File: src/sv/qrs_pkg.sv
// ----------------------------------------------------------------------------
// qrs_pkg
// Shared types, codes and helpers for the quadratic root solver.
// ----------------------------------------------------------------------------
package qrs_pkg;

  localparam int OUT_WIDTH     = 32;
  localparam int OUT_FRAC_BITS = 16;
  localparam int QUO_EXT_W     = 64;

  typedef enum logic [1:0] {
    KIND_TWO    = 2'd0,
    KIND_DOUBLE = 2'd1,
    KIND_NONE   = 2'd2,
    KIND_DEGEN  = 2'd3
  } root_kind_e;

  typedef struct packed {
    logic                 sat;
    logic [OUT_WIDTH-1:0] value;
  } root_res_t;

  // Apply sign to an unsigned quotient magnitude and clip to the Q16.16 range.
  function automatic root_res_t clip_root(input logic [QUO_EXT_W-1:0] quo,
                                          input logic                 neg);
    root_res_t res;
    logic [QUO_EXT_W-1:0] neg_q;
    res   = '0;
    neg_q = -quo;
    if (!neg) begin
      if (quo > QUO_EXT_W'(33'h0_7FFF_FFFF)) begin
        res.value = 32'h7FFF_FFFF;
        res.sat   = 1'b1;
      end else begin
        res.value = quo[OUT_WIDTH-1:0];
      end
    end else begin
      if (quo > QUO_EXT_W'(33'h0_8000_0000)) begin
        res.value = 32'h8000_0000;
        res.sat   = 1'b1;
      end else begin
        res.value = neg_q[OUT_WIDTH-1:0];
      end
    end
    return res;
  endfunction

endpackage

File: src/sv/qrs_div_pipe.sv
// ----------------------------------------------------------------------------
// qrs_div_pipe
// Restoring divider for (num << 16) / den, one quotient bit per stage.
// ----------------------------------------------------------------------------
module qrs_div_pipe import qrs_pkg::*; #(
  parameter int NUM_W = 19,
  parameter int DEN_W = 17
) (
  input  logic                             clk_i,
  input  logic                             ce_i,
  input  logic [NUM_W-1:0]                 num_i,
  input  logic [DEN_W-1:0]                 den_i,
  output logic [NUM_W+OUT_FRAC_BITS-1:0]   quo_o
);

  localparam int QW = NUM_W + OUT_FRAC_BITS;

  logic [DEN_W-1:0] rem_q [QW];
  logic [QW-1:0]    xq_q  [QW];
  logic [DEN_W-1:0] den_q [QW];

  for (genvar k = 0; k < QW; k++) begin : g_st
    logic [DEN_W-1:0] rem_in;
    logic [QW-1:0]    xq_in;
    logic [DEN_W-1:0] den_in;
    logic [DEN_W:0]   trial;
    logic [DEN_W:0]   diff;
    logic             ge;

    if (k == 0) begin : g_first
      assign rem_in = '0;
      assign xq_in  = {num_i, {OUT_FRAC_BITS{1'b0}}};
      assign den_in = den_i;
    end else begin : g_next
      assign rem_in = rem_q[k-1];
      assign xq_in  = xq_q[k-1];
      assign den_in = den_q[k-1];
    end

    // dividend bits shift out the top, quotient bits shift in the bottom
    assign trial = {rem_in, xq_in[QW-1]};
    assign diff  = trial - {1'b0, den_in};
    assign ge    = trial >= {1'b0, den_in};

    always_ff @(posedge clk_i) begin
      if (ce_i) begin
        rem_q[k] <= ge ? diff[DEN_W-1:0] : trial[DEN_W-1:0];
        xq_q[k]  <= {xq_in[QW-2:0], ge};
        den_q[k] <= den_in;
      end
    end
  end

  assign quo_o = xq_q[QW-1];

endmodule

File: config.mk
export PLATFORM = sky130hd
export DESIGN_NAME = qrs_div_pipe
export DESIGN_NICKNAME = d
export VERILOG_FILES = /design/src/sv/qrs_pkg.sv /design/src/sv/qrs_div_pipe.sv
export SDC_FILE = /design/constraint.sdc
export NUM_CORES = 2
export LEC_CHECK = 0
export BUFFER_PORTS_ARGS = -buffer_cell sky130_fd_sc_hd__buf_2
export CAP_MARGIN = 25
export CORE_MARGIN = 4
export CORE_UTILIZATION = 35
export DETAILED_ROUTE_END_ITERATION = 8
export SLEW_MARGIN = 20
export SYNTH_ARGS = -nofsm -noshare
export SYNTH_HDL_FRONTEND = slang
export SYNTH_SLANG_ARGS = --single-unit
File: constraint.sdc
create_clock -name clk_i -period 7.45 [get_ports clk_i]
set_input_delay 0.745 -clock clk_i [delete_from_list [all_inputs] [get_ports clk_i]]
set_output_delay 0.745 -clock clk_i [all_outputs]
set_load 0.01 [all_outputs]
**After elaboration in Yosys (flattened, before gate mapping)**

Memory sizes are Yosys's and may differ from the RTL's.
Index checks and enable logic that the tools add are counted.
Widths: inputs -> output; s select.

- RAM bits: 2415
- Output and inout port bits: 35
- Input port bits: 38
- Memories: 3
- Flip-flop bits (word level): 0

- Add/subtract/negate cells: 35
- Multiplexer cells: 37
- Order comparisons: 35

Memories:

| name | depth | width | rd ports | clocked after Yosys merged registers in | write ports | RTL line | RTL |
|---|---|---|---|---|---|---|---|
| xq_q | 35 | 35 | 35 | 0 | 35 | qrs_div_pipe.sv:19 | `logic [QW-1:0] xq_q [QW];` |
| den_q | 35 | 17 | 34 | 0 | 35 | qrs_div_pipe.sv:20 | `logic [DEN_W-1:0] den_q [QW];` |
| rem_q | 35 | 17 | 34 | 0 | 35 | qrs_div_pipe.sv:18 | `logic [DEN_W-1:0] rem_q [QW];` |

Operators with widths:

| kind | number |
|---|---|
| $ge 18x17->1 | 34 |
| $mux 17 | 35 |
| $sub 17x17->17 | 34 |
| $ge 1x17->1 | 1 |
| $sub 1x17->17 | 1 |
| $mux 1 | 2 |

**Longest topological paths before layout**

An unclocked memory read counts as a cell.

- Word-level depth: 3
- Gate-level depth with buffers: 15

**Worst setup path after synthesis**

Ideal clock, no wire load.

- Kind: flip-flop to flip-flop
- From: mem xq_q[10][34] (netlist name)
- To: mem rem_q[11][10] (data pin)
- Cell stages (with the launch flop): 15
- Arrival time: 2983 ps
- Setup slack: 4205 ps
- Setup time: 262 ps
- Period minus slack after synthesis: 3245 ps
- Required time: 7188 ps
- Path through: edfxtp_1 > inv_1 > ha_1 > inv_1 > fa_1 > a21o_1 > a21oi_2 > o21bai_1 > a21oi_2 > o21a_2 > o31ai_1 > a311o_1 > a31oi_4 > buf_6 > mux2_1

RTL lines:

| item | RTL line |
|---|---|
| start: declaration | qrs_div_pipe.sv:19 |
| end: declaration | qrs_div_pipe.sv:18 |

==> summary.md <==
| Metric | Value |
|---|---|
| Outcome | `finished, final reports clean` |
| Yosys warns | `0` |
| Worst Setup End Kind | `register` |
| CP delay by family, top | `compound AO/OA/AOI/OAI gates` |
| Fillers | `24000` |
| Vias in the first global route | `52200` |
| CTS Root Cell | `clkbuf_16` |
| Vias per inst | `4.81` |
| CTS tree | `yes` |
| Maxcap violations | `0` |
| Register area | `roughly 59000 sq um` |
| Cell Int Power | `0.0296 W` |
| Worst-margin pin slew | `roughly 1.0 ns` |
| CP max stage delay | `0.55 ns` |
| Syn avg cell area | `around 14 sq um` |
| CTS max path bufs | `4` |
| Post-synthesis sequential area ratio | `63.7%` |
| #FFs+latches synth | `about 2000` |
| Hold endpoint | `den_q[0][3]` |
| Setup TNS | `0 ns` |
| Drc violations | `0` |
| Clk_lat worst skew | `0.88 ns` |
| NumNets Final | `7615` |
| Detailed placer's ending HPWL | `116 mm` |
| Die W | `521 microns` |
| H-tree depth | `4` |
| Post-route ant nets | `0` |
| R2R cell count | `12` |
| Unique masters post-synth | `81` |
| WP data required | `8.07 ns` |
| Die area | `approximately 270000 sq um` |
| Layout cells sized above 1 | `11.9%` |
| Final setup viols | `0` |
| Vias | `51200` |
| Ys flop type | `edfxtp_1` |
| Synth-to-Final Area Change | `13.7%` |
| Static leakage | `a little over 40 nW` |
| Final Hold Viols | `0` |
| CP most frequent cell | `a21oi_1` |
| Pwr Density | `415 nW/um^2` |
| Grt total ovfl | `0` |
| Asr flop ratio synth | `0%` |
| Critical Path Start | `xq_q[0][34]` |
| Critical Path Source Type | `register` |
| I/O pin cnt | `73` |
| Switching part of the total | `a little under a third` |
| Clock slew at reported path FFs | `0.06 ns` |
| Clock sinks | `1957` |
| Placer Congestion | `around 0.86` |
| Highest-count cells in the layout ignoring fill and taps | `edfxtp_1 (1957), inv_1 (735), ha_1 (579)` |
| Resize count post-CTS | `0` |
| Die Y | `521 microns` |
| Relative slew slack | `30.5%` |
| Gr usage total | `between 10% and 20%` |
| Comb pwr share | `36.2%` |
| Switch Pwr | `0.0139 W` |
| Sequential power share | `38.5%` |
| Critical path class | `register to register` |
| CTS Buf Count | `223` |
| Worst hold stages | `1` |
| Final number of max-transition violations | `0` |
| Post-route cell area | `approximately 100000 sq um` |
| Initial antenna violation count | `1` |
| Layout Skew | `between 0.05 and 0.06 ns` |
| Standard-cell rows | `188` |
| Syn nets | `7320` |
| Drt wl/cell | `15.8 microns` |
| CP max FO | `29` |
| CP arrival | `approximately 4.4 ns` |
| RSZ-0062 raised after global routing | `false` |
| R2r setup slk | `3.70 ns` |
| Placed Area | `97000 sq um` |
| Fmax | `0.267 GHz` |
| Synthesized instance count | `6670` |
| Critical Path, Cell by Cell | `inv_1, ha_1, inv_1, fa_1, a211o_1, a21oi_1, o21bai_1, a21oi_1, a21oi_1, o211ai_1, nand2_1, mux2_2` |
| Crit path buf inv count | `2` |
| Largest net degree at the start of global routing | `185` |
| Post-layout minimum cycle time | `3.75 ns` |
| RR Startpoint | `xq_q[0][34]` |
| Min-Delay Path Class | `input pin to register` |
| PortBufs | `72` |
| First-pass GRT wire length | `around 270 mm` |
| TritonRoute pass-1 iters | `5` |
| RR Endpoint | `rem_q[1][3]` |
| Commonest non-fill, non-tap cell in the layout | `edfxtp_1` |
| Final hold slack | `between 0.1 and 0.15 ns` |
| VDD IR max | `292 uV` |
| Starting Density | `between 30% and 40%` |
| Clk pwr share | `25.3%` |
| Detailed Route WL | `approximately 170 mm` |
| Post-route clock period utilization | `approximately 50%` |
| Hold_sp | `den_i[3]` |
| Core region area | `262000 sq um` |
| Multi-input logic area | `just over 30000 sq um` |
| Slowest-stage cell, CP | `nand2_1` |
| Initial DRC Count | `3005` |
| Post-synth EDFFs | `1957` |
| Synthesized cell area | `about 92000 sq um` |
power groups by stage:
stage                     Sequential, W  Combinational (W)  Clock, W
after global routing             0.0170             0.0176    0.0119
after CTS                        0.0168             0.0158    0.0114
after detailed placement         0.0170             0.0156         0
final                            0.0168             0.0158    0.0110
after global placement           0.0170             0.0152         0
after floorplan                  0.0163             0.0126         0
worst max-delay path by stage:
stage / end / cells after the start
after detailed placement: rem_q[1][3] / 12
after CTS: rem_q[1][7] / 12
after global routing: rem_q[1][3] / 12
after global placement: rem_q[21][2] / 10
after floorplan: rem_q[11][10] / 14
final: rem_q[1][3] / 12
what timing repair did:
item / CTS / global route
hold buffers: 33 / 0
hold endpoints to repair: 33 / 0
setup buffers: 0 / 0
registers in the layout (all words and copies together) (netlist names):
name	flops
rem_q	578
xq_q	801
den_q	578
synth_stat cells, types with 18 or more instances:
| cell | n | share of area (%) |
|---|---|---|
| edfxtp_1 | 1957 | 64 |
| a21oi_1 | 381 | 2.1 |
| clkbuf_1 | 43 | 0.18 |
| mux2i_1 | 30 | 0.33 |
| nand3_1 | 63 | 0.34 |
| nor2_1 | 312 | 1.3 |
| fa_1 | 33 | 0.72 |
| or3_1 | 20 | 0.14 |
| ha_1 | 579 | 7.9 |
| a21o_1 | 213 | 1.7 |
| nor3_1 | 103 | 0.56 |
| buf_2 | 23 | 0.12 |
| o31ai_1 | 28 | 0.23 |
| nand2b_1 | 56 | 0.38 |
| o21ai_0 | 271 | 1.5 |
| and3_1 | 29 | 0.20 |
| nor2b_1 | 79 | 0.54 |
| nand2_1 | 276 | 1.1 |
| inv_1 | 735 | 3.0 |
| xnor2_1 | 289 | 2.7 |
| xor2_1 | 163 | 1.5 |
| o211ai_1 | 18 | 0.15 |
| o21a_1 | 68 | 0.55 |
| a211oi_1 | 26 | 0.21 |
| o21bai_1 | 57 | 0.46 |
| a31oi_1 | 64 | 0.43 |
| nand4_1 | 65 | 0.44 |
| mux2_2 | 334 | 4.1 |
| or2_2 | 29 | 0.20 |
| mux2_1 | 39 | 0.48 |
logic make-up (layout without fill, tap and decap cells):
logic type                 after synthesis  after routing  synth area share, %
muxes                                  403            403                 4.88
other                                    0              1                    0
xor gates and xnor gates               452            452                 4.29
adders and majority gates              612            612                 8.57
AOI/OAI and AO/OA                     1327           1327                 9.31
buffers and inverters                  811           1285                 3.39
and+or+nand+nor                       1108           1108                 5.81
DFF                                   1957           1957                 63.7
routing by layer:
layer	vias up	part of all wire, %	track usage, %
met2	786	49	20.9
met4	0	3.4	4.23
li1	25300	-	-
met1	24800	44	15.4
met3	366	3.8	2.04
met5	-	0	0
stage by stage:
stage                     utilization, %  instances  setup WS [ns]  total power [W]
final                               40.0      10700           3.70           0.0435
after global routing                40.0      10700           3.37           0.0465
after CTS                           39.9      10700           3.73           0.0440
after detailed placement            37.0      10200           3.75           0.0326
after global placement              37.0      10200           3.77           0.0322
after floorplan                        -       6670           4.21           0.0290
final cells by class:
cell class | instances | share of cell area, %
Sequential cell | 1957 | 56.1
Multi-Input combinational cell | 3902 | 29.0
Clock buffer | 264 | 5.55
Tap cell | 3515 | 4.20
Inverter | 736 | 2.64
Clock inverter | 140 | 1.46
Timing Repair Buffer | 145 | 1.11
Antenna cell | 1 | 0.00239
Note: power is estimated with default switching activity, not from simulation.
