===== config.mk =====
export PLATFORM = sky130hd
export DESIGN_NAME = qrs_sqrt_pipe
export DESIGN_NICKNAME = d
export VERILOG_FILES = /design/src/sv/qrs_sqrt_pipe.sv
export SDC_FILE = /design/constraint.sdc
export NUM_CORES = 1
export LEC_CHECK = 0
export ABC_AREA = 1
export ABC_CLOCK_PERIOD_IN_PS = 3400
export BUFFER_PORTS_ARGS = -buffer_cell sky130_fd_sc_hd__buf_4
export CAP_MARGIN = 20
export CORE_ASPECT_RATIO = 0.7
export CORE_MARGIN = 2
export CORE_UTILIZATION = 60
export DETAILED_ROUTE_END_ITERATION = 6
export PLACE_DENSITY = 0.82
export SETUP_SLACK_MARGIN = 0.1
export SYNTH_ARGS = -nofsm -noshare
export SYNTH_HDL_FRONTEND = slang
export SYNTH_SLANG_ARGS = --single-unit

===== constraint.sdc =====
create_clock -name clk_i -period 3.4 [get_ports clk_i]
set_input_delay 0.34 -clock clk_i [delete_from_list [all_inputs] [get_ports clk_i]]
set_output_delay 0.34 -clock clk_i [all_outputs]
set_load 0.03 [all_outputs]

===== src/sv/qrs_sqrt_pipe.sv =====
// ----------------------------------------------------------------------------
// qrs_sqrt_pipe
// Floor integer square root, one result bit per register stage.
// ----------------------------------------------------------------------------
module qrs_sqrt_pipe #(
  parameter int RAD_W  = 34,
  parameter int ROOT_W = 17
) (
  input  logic              clk_i,
  input  logic              ce_i,
  input  logic [RAD_W-1:0]  rad_i,
  output logic [ROOT_W-1:0] root_o
);

  logic [RAD_W-1:0]  rem_q  [ROOT_W];
  logic [ROOT_W-1:0] root_q [ROOT_W];

  for (genvar k = 0; k < ROOT_W; k++) begin : g_st
    localparam int BIT = ROOT_W - 1 - k;
    logic [RAD_W-1:0]  rem_in;
    logic [ROOT_W-1:0] root_in;
    logic [RAD_W:0]    trial;

    if (k == 0) begin : g_first
      assign rem_in  = rad_i;
      assign root_in = '0;
    end else begin : g_next
      assign rem_in  = rem_q[k-1];
      assign root_in = root_q[k-1];
    end

    // (r + 2^i)^2 - r^2 = r*2^(i+1) + 4^i
    assign trial = ({1'b0, RAD_W'(root_in)} << (BIT + 1))
                 + ({{RAD_W{1'b0}}, 1'b1} << (2 * BIT));

    always_ff @(posedge clk_i) begin
      if (ce_i) begin
        if ({1'b0, rem_in} >= trial) begin
          rem_q[k]  <= rem_in - trial[RAD_W-1:0];
          root_q[k] <= root_in | (ROOT_W'(1) << BIT);
        end else begin
          rem_q[k]  <= rem_in;
          root_q[k] <= root_in;
        end
      end
    end
  end

  assign root_o = root_q[ROOT_W-1];

endmodule


======== Yosys cells after proc, flatten, opt, wreduce, memory -nomap -nowiden ========
Memories as Yosys holds them, arrays and structs flattened.
Cells that the tools add are included.
storage, ports and cells
  memories kept ........................... 2
  output and inout bits ................... 17
  bits in read-only memories .............. 0
  memory bits (writable) .................. 867
  bits of input ports ..................... 36
  flip-flop bits (word level) ............. 0
  word-level logic and storage cells ...... 222
  latch bits .............................. 0
operators by class
  add/sub/neg operators ................... 33
  magnitude comparators ................... 17
  bitwise logic cells ..................... 34
  $mul .................................... 0
  mux-type cells .......................... 136
  divide/modulo/power cells ............... 0
  reductions and logical operators ........ 0
  shift operators ......................... 0
  equality and inequality tests ........... 0
memories
  memory  depth  bits a word  rd ports  clocked after memory_dff  wr ports  line  RTL
  rem_q   17     34           16        0                         17        15    logic [RAD_W-1:0] rem_q [ROOT_W];
  root_q  17     17           17        0                         17        16    logic [ROOT_W-1:0] root_q [ROOT_W];
operators by type and width
  kind                                                                  number
  two-way mux 34 bit                                                    17
  two-way mux 17 bit                                                    17
  two-way mux 1 bit                                                     102
  adder 33 x 31 -> 34 bit (second input constant)                       1
  greater-or-equal comparator 34 x 19 -> 1 bit                          1
  greater-or-equal comparator 34 x 20 -> 1 bit                          1
  greater-or-equal comparator 34 x 21 -> 1 bit                          1
  greater-or-equal comparator 34 x 22 -> 1 bit                          1
  greater-or-equal comparator 34 x 23 -> 1 bit                          1
  greater-or-equal comparator 34 x 24 -> 1 bit                          1
  greater-or-equal comparator 34 x 25 -> 1 bit                          1
  greater-or-equal comparator 34 x 26 -> 1 bit                          1
  greater-or-equal comparator 34 x 27 -> 1 bit                          1
  greater-or-equal comparator 34 x 28 -> 1 bit                          1
  greater-or-equal comparator 34 x 29 -> 1 bit                          1
  greater-or-equal comparator 34 x 30 -> 1 bit                          1
  greater-or-equal comparator 34 x 31 -> 1 bit                          1
  greater-or-equal comparator 34 x 32 -> 1 bit                          1
  greater-or-equal comparator 34 x 33 -> 1 bit                          1
  greater-or-equal comparator 34 x 33 -> 1 bit (second input constant)  1
  greater-or-equal comparator 34 bit                                    1
  OR 1 bit                                                              34
  subtractor 34 x 19 -> 34 bit                                          1
  subtractor 34 x 20 -> 34 bit                                          1
  other kinds (30)                                                      30

======== Longest topological paths before layout ========
An unclocked memory read counts as a cell.
  word-level depth ........................ 7
  gate-level depth with buffers ........... 15
  depth with buffers taken out ............ 15

======== Least setup slack after synthesis ========
OpenSTA, ideal clock, no wires.
  kind .................................... in2reg
  start ................................... input ce_i
  end ..................................... memory rem_q[12][0], enable pin
  path buffers ............................ 3
  stages on the path ...................... 3
  arrival ................................. 2.061 ns
  path slack .............................. 0.918 ns
  required time ........................... 2.979 ns
  setup time .............................. 0.421 ns
  path through ............................ buf_4 > clkbuf_1 > clkbuf_1
RTL lines
  what         line  RTL
  from (decl)  10    input logic ce_i,
  to (decl)    15

==> impl_results.rst <==
.. list-table::
   :header-rows: 1

   * - Metric
     - Value
   * - Outcome
     - finished with violations
   * - Failing checks
     - design-rule violations
   * - Number of buffers created by CTS
     - 71
   * - Area share of xor/xnor cells in the synthesized design
     - under 10%
   * - Setup slack of the most critical reg-to-reg path
     - ~0.32 ns
   * - H-Tree Level Count
     - 3
   * - Reg2Reg Capture Point
     - rem_q[14][4]$_DFFE_PP_
   * - Sequential share of power
     - around 46%
   * - Post-synth top flop
     - edfxtp_1
   * - Unique cell type count in the Yosys netlist
     - 54
   * - Yosys top cell area share
     - a little over half
   * - Worst hold slack
     - 0.04868 ns
   * - Initial core utilization
     - approximately 60%
   * - Clock edge transition at the registers on the reported setup and hold paths
     - 0.06 ns
   * - Pin slew with the least headroom to its limit
     - around 0.88 ns
   * - Post-Route Skew
     - ~0.030 ns
   * - Post-synth top cells
     - 1259 x nand2_1, 721 x inv_1, 697 x edfxtp_1, 452 x nor2_1, 226 x nand3_1
   * - Reg2Reg Depth
     - 11
   * - Proportion of synthesized chip area in sequential cells
     - between 50 and 60%
   * - Utilization of the core after routing
     - roughly two thirds
   * - Cell Int Power
     - around 17000 uW
   * - Syn nets
     - roughly 4600
   * - #FFs+latches synth
     - roughly 700
   * - Final #Nets
     - between 4000 and 5000
   * - Setup repair after global routing missed its margin
     - no
   * - Synth Instances
     - 4387
   * - Clk root buf
     - clkbuf_16
   * - Crit Path Max Fanout
     - 28
   * - Number of DRC violations after detailed-routing iteration 0
     - a little under 4000
   * - FP Rows
     - 78
   * - Shortest clock period the worst path allows after layout
     - about 3 ns
   * - Critical Path Max Stage Delay
     - 0.56 ns
   * - Launching element of the worst setup path
     - root_q[13][4]$_DFFE_PP_
   * - Via count normalized by instance count
     - between 5 and 6
   * - Count of boundary I/O pins
     - between 50 and 60
   * - Kind of cell adding the most delay to the critical path
     - simple AND/OR/NAND/NOR gates
   * - Gr usage total
     - about 33%
   * - Kind of path behind the tightest hold check
     - in2reg
   * - Share of the cycle needed by the critical path after routing
     - between 90 and 100%
   * - Type of element launching the critical path
     - flop
   * - Synthesis warning total
     - 0
   * - Port bufs
     - 52
   * - Count of max-cap constraint violations
     - 0
   * - Number of sinks driven by the clock tree
     - 697
   * - First-pass GRT wire length
     - roughly 170000 um
   * - Area share of and/or/nand/nor cells after synthesis
     - about 25%
   * - Aggregate global routing overflow
     - 0
   * - Critical path's slowest cell
     - edfxtp_1
   * - Pin count of the biggest net entering global routing
     - approximately 160
   * - Combined area of all synthesized cells
     - 38980 um^2
   * - Growth of design area from synthesis to finish
     - 10.51%
   * - DRC errors left
     - 3
   * - Area fraction in compound gates after synthesis
     - 4.712%
   * - Number of logic stages on the critical path including buffering
     - 11
   * - Final weighted congestion in routability-driven placement
     - 1.039
   * - Adder-Cell Fraction of Synth Area
     - around 5.4%
   * - Ratio of cells with drive above 1 in the final layout
     - between 6 and 7%
   * - Total wire length
     - roughly 110000 um
   * - CTS tree
     - built
   * - Setup violations, final
     - 0
   * - Worst-Skew Late Latency
     - roughly 0.65 ns
   * - Clk pwr share
     - about a third
   * - Net switching fraction of the power
     - 32.37%
   * - Die outline area
     - around 67000 um^2
   * - Leakage power
     - 0.01916 uW
   * - Slew Limit Headroom
     - a little over 40%
   * - Total Neg Setup Slack
     - 0 ns
   * - Power density cells
     - between 500 and 600 nW/um^2
   * - Top post-synthesis cells by area
     - edfxtp_1 54%, nand2_1 12%, inv_1 6.9%
   * - DRT Pass-1 Iters
     - 7
   * - Reg2reg start
     - root_q[13][4]$_DFFE_PP_
   * - Initial antenna violation count
     - 3
   * - Via count of the first global-routing pass
     - roughly 28000
   * - Psw
     - 8109 uW
   * - Worst ir drop on vdd
     - approximately 0.51 mV
   * - Buffers plus inverters on the worst setup path
     - 1
   * - Worst path most repeated cell
     - nand2_1
   * - Number of setup buffers added after CTS
     - 0
   * - Most common cell in the netlist
     - nand2_1
   * - Data required time at the worst endpoint
     - approximately 3.8 ns
   * - Remaining number of nets flagged by the antenna check after routing
     - 0
   * - Post-detailed-route wirelength per cell
     - 20.19 um
   * - Core Footprint
     - ~65000 um^2
   * - Hpwl dp
     - around 84000 um
   * - Number of vias after detailed routing
     - 30646
   * - Proportion of synthesized flip-flops having asynchronous set or reset
     - 0%
   * - End point of the critical path
     - rem_q[14][4]$_DFFE_PP_
   * - Post-synth top area cell
     - edfxtp_1
   * - Die boundary width
     - around 300 um
   * - Top achievable clock speed
     - approximately 320 MHz
   * - Crit path cell chain
     - inv_1 > ha_1 > nand2_1 > nand2_1 > a21oi_2 > nand2_1 > nand3_1 > nand3_4 > nor2_8 > nor2_1 > nor2_1
   * - Combinational group share of total power
     - between 20 and 25%
   * - Share of synthesized area spent on multiplexers
     - 0%
   * - Main combinational cell family by area after synthesis
     - simple AND/OR/NAND/NOR gates
   * - Average cell area after synthesis
     - roughly 8.9 um^2
   * - Number of hold-slack violations in the final timing report
     - 0
   * - Arrival @ worst endpoint
     - 3.46 ns
   * - Kind of end point of the critical path
     - flop
   * - Final Max Tran Viols
     - 0
   * - Worst setup path class
     - reg2reg
   * - Vertical die dimension
     - roughly 220 um
   * - Post-synth EDFFs
     - 697
   * - Buffer depth of the longest clock path
     - 3
==> final cells by class <==
cell class / count / area [um^2]
antenna: 5 / 12.51
clock buffer: 83 / 1822
clock inverter: 46 / 558.0
fill: 5031 / 21430
inverter: 739 / 2774
multi-input combinational: 2907 / 15000
sequential: 697 / 20930
tap: 880 / 1101
timing repair buffer: 100 / 888.4
==> power groups by stage <==
stage / combinational (uW) / sequential [uW] / clock (uW)
after CTS: 5220 / 11500 / 8170
after detailed placement: 5150 / 11700 / 0
after global routing: 6000 / 11600 / 8530
after floorplan: 3770 / 11200 / 0
after global placement: 5110 / 11700 / 0
final: 5380 / 11600 / 8130
==> per-stage QoR <==
step                      total power [uW]  std cells  setup slack, ns  area [um^2]
after floorplan                      14990       4387           0.9184        38980
after global placement               16760       5291           0.5458        40370
after detailed placement             16800       5291           0.5241        40370
after CTS                            24880       5452           0.4959        43070
after global routing                 26130       5452           0.1678        43070
final                                25050       5457           0.3211        43080
==> worst min-delay path by stage <==
stage	depth (start not counted)	slack, ns	to	start
6_report	2	0.05	rem_q[0][32]$_DFFE_PP_	rad_i[32]
5_1_grt	2	0.03	rem_q[0][32]$_DFFE_PP_	rad_i[32]
4_1_cts	2	0.02	rem_q[0][32]$_DFFE_PP_	rad_i[32]
3_5_place_dp	0	0.43	rem_q[1][25]$_DFFE_PP_	rem_q[0][25]$_DFFE_PP_
3_3_place_gp	0	0.42	rem_q[1][25]$_DFFE_PP_	rem_q[0][25]$_DFFE_PP_
2_1_floorplan	0	0.42	rem_q[1][29]$_DFFE_PP_	rem_q[0][29]$_DFFE_PP_
==> sequential cells by signal (all words and copies together), names as in the netlist <==
signal  flops
root_q    153
rem_q     544
==> worst register-to-register path, cell delays in order, from the launching register on <==
cell and delay (ns):
edfxtp_1 0.56, inv_1 0.09, ha_1 0.34, nand2_1 0.11, nand2_1 0.07, a21oi_2 0.11, nand2_1 0.18, nand3_1 0.19
nand3_4 0.16, nor2_8 0.51, nor2_1 0.11, nor2_1 0.39
==> routing by layer <==
metal | global-route usage, % | vias to the layer above | share of wire (%) | routed length, um
met1 | 51.94 | 14198 | 45 | 50110
met4 | 6.927 | 2 | 1.8 | 1973
met3 | 13.92 | 140 | 15 | 16790
met5 | 1.308 | - | 0.11 | 120
met2 | 41.96 | 1643 | 37 | 41190
li1 | - | 14663 | - | -
==> layout by cell type, fill, tap and decap left out, types with 68 or more instances in the layout <==
cell type	netlist	final
xor2_1	68	68
a21oi_1	123	123
o21ai_0	86	86
nand4_1	116	116
clkbuf_16	0	71
ha_1	167	167
edfxtp_1	697	697
nor3_1	69	69
nand2_1	1259	1259
inv_1	721	721
nor2_1	452	452
nand3_1	226	226
==> cell families after synthesis <==
family	count (synthesis)
simple gates	2286
buf+inv	783
flops	697
compound gates	319
fa+ha+maj	167
xor+xnor	135
==> what timing repair did <==
action                                 CTS  global route
endpoints found under the hold margin   32             0
hold buffers                            32             0
gates resized for setup                  0             0
No activity file was read; power rests on OpenSTA's default activity.
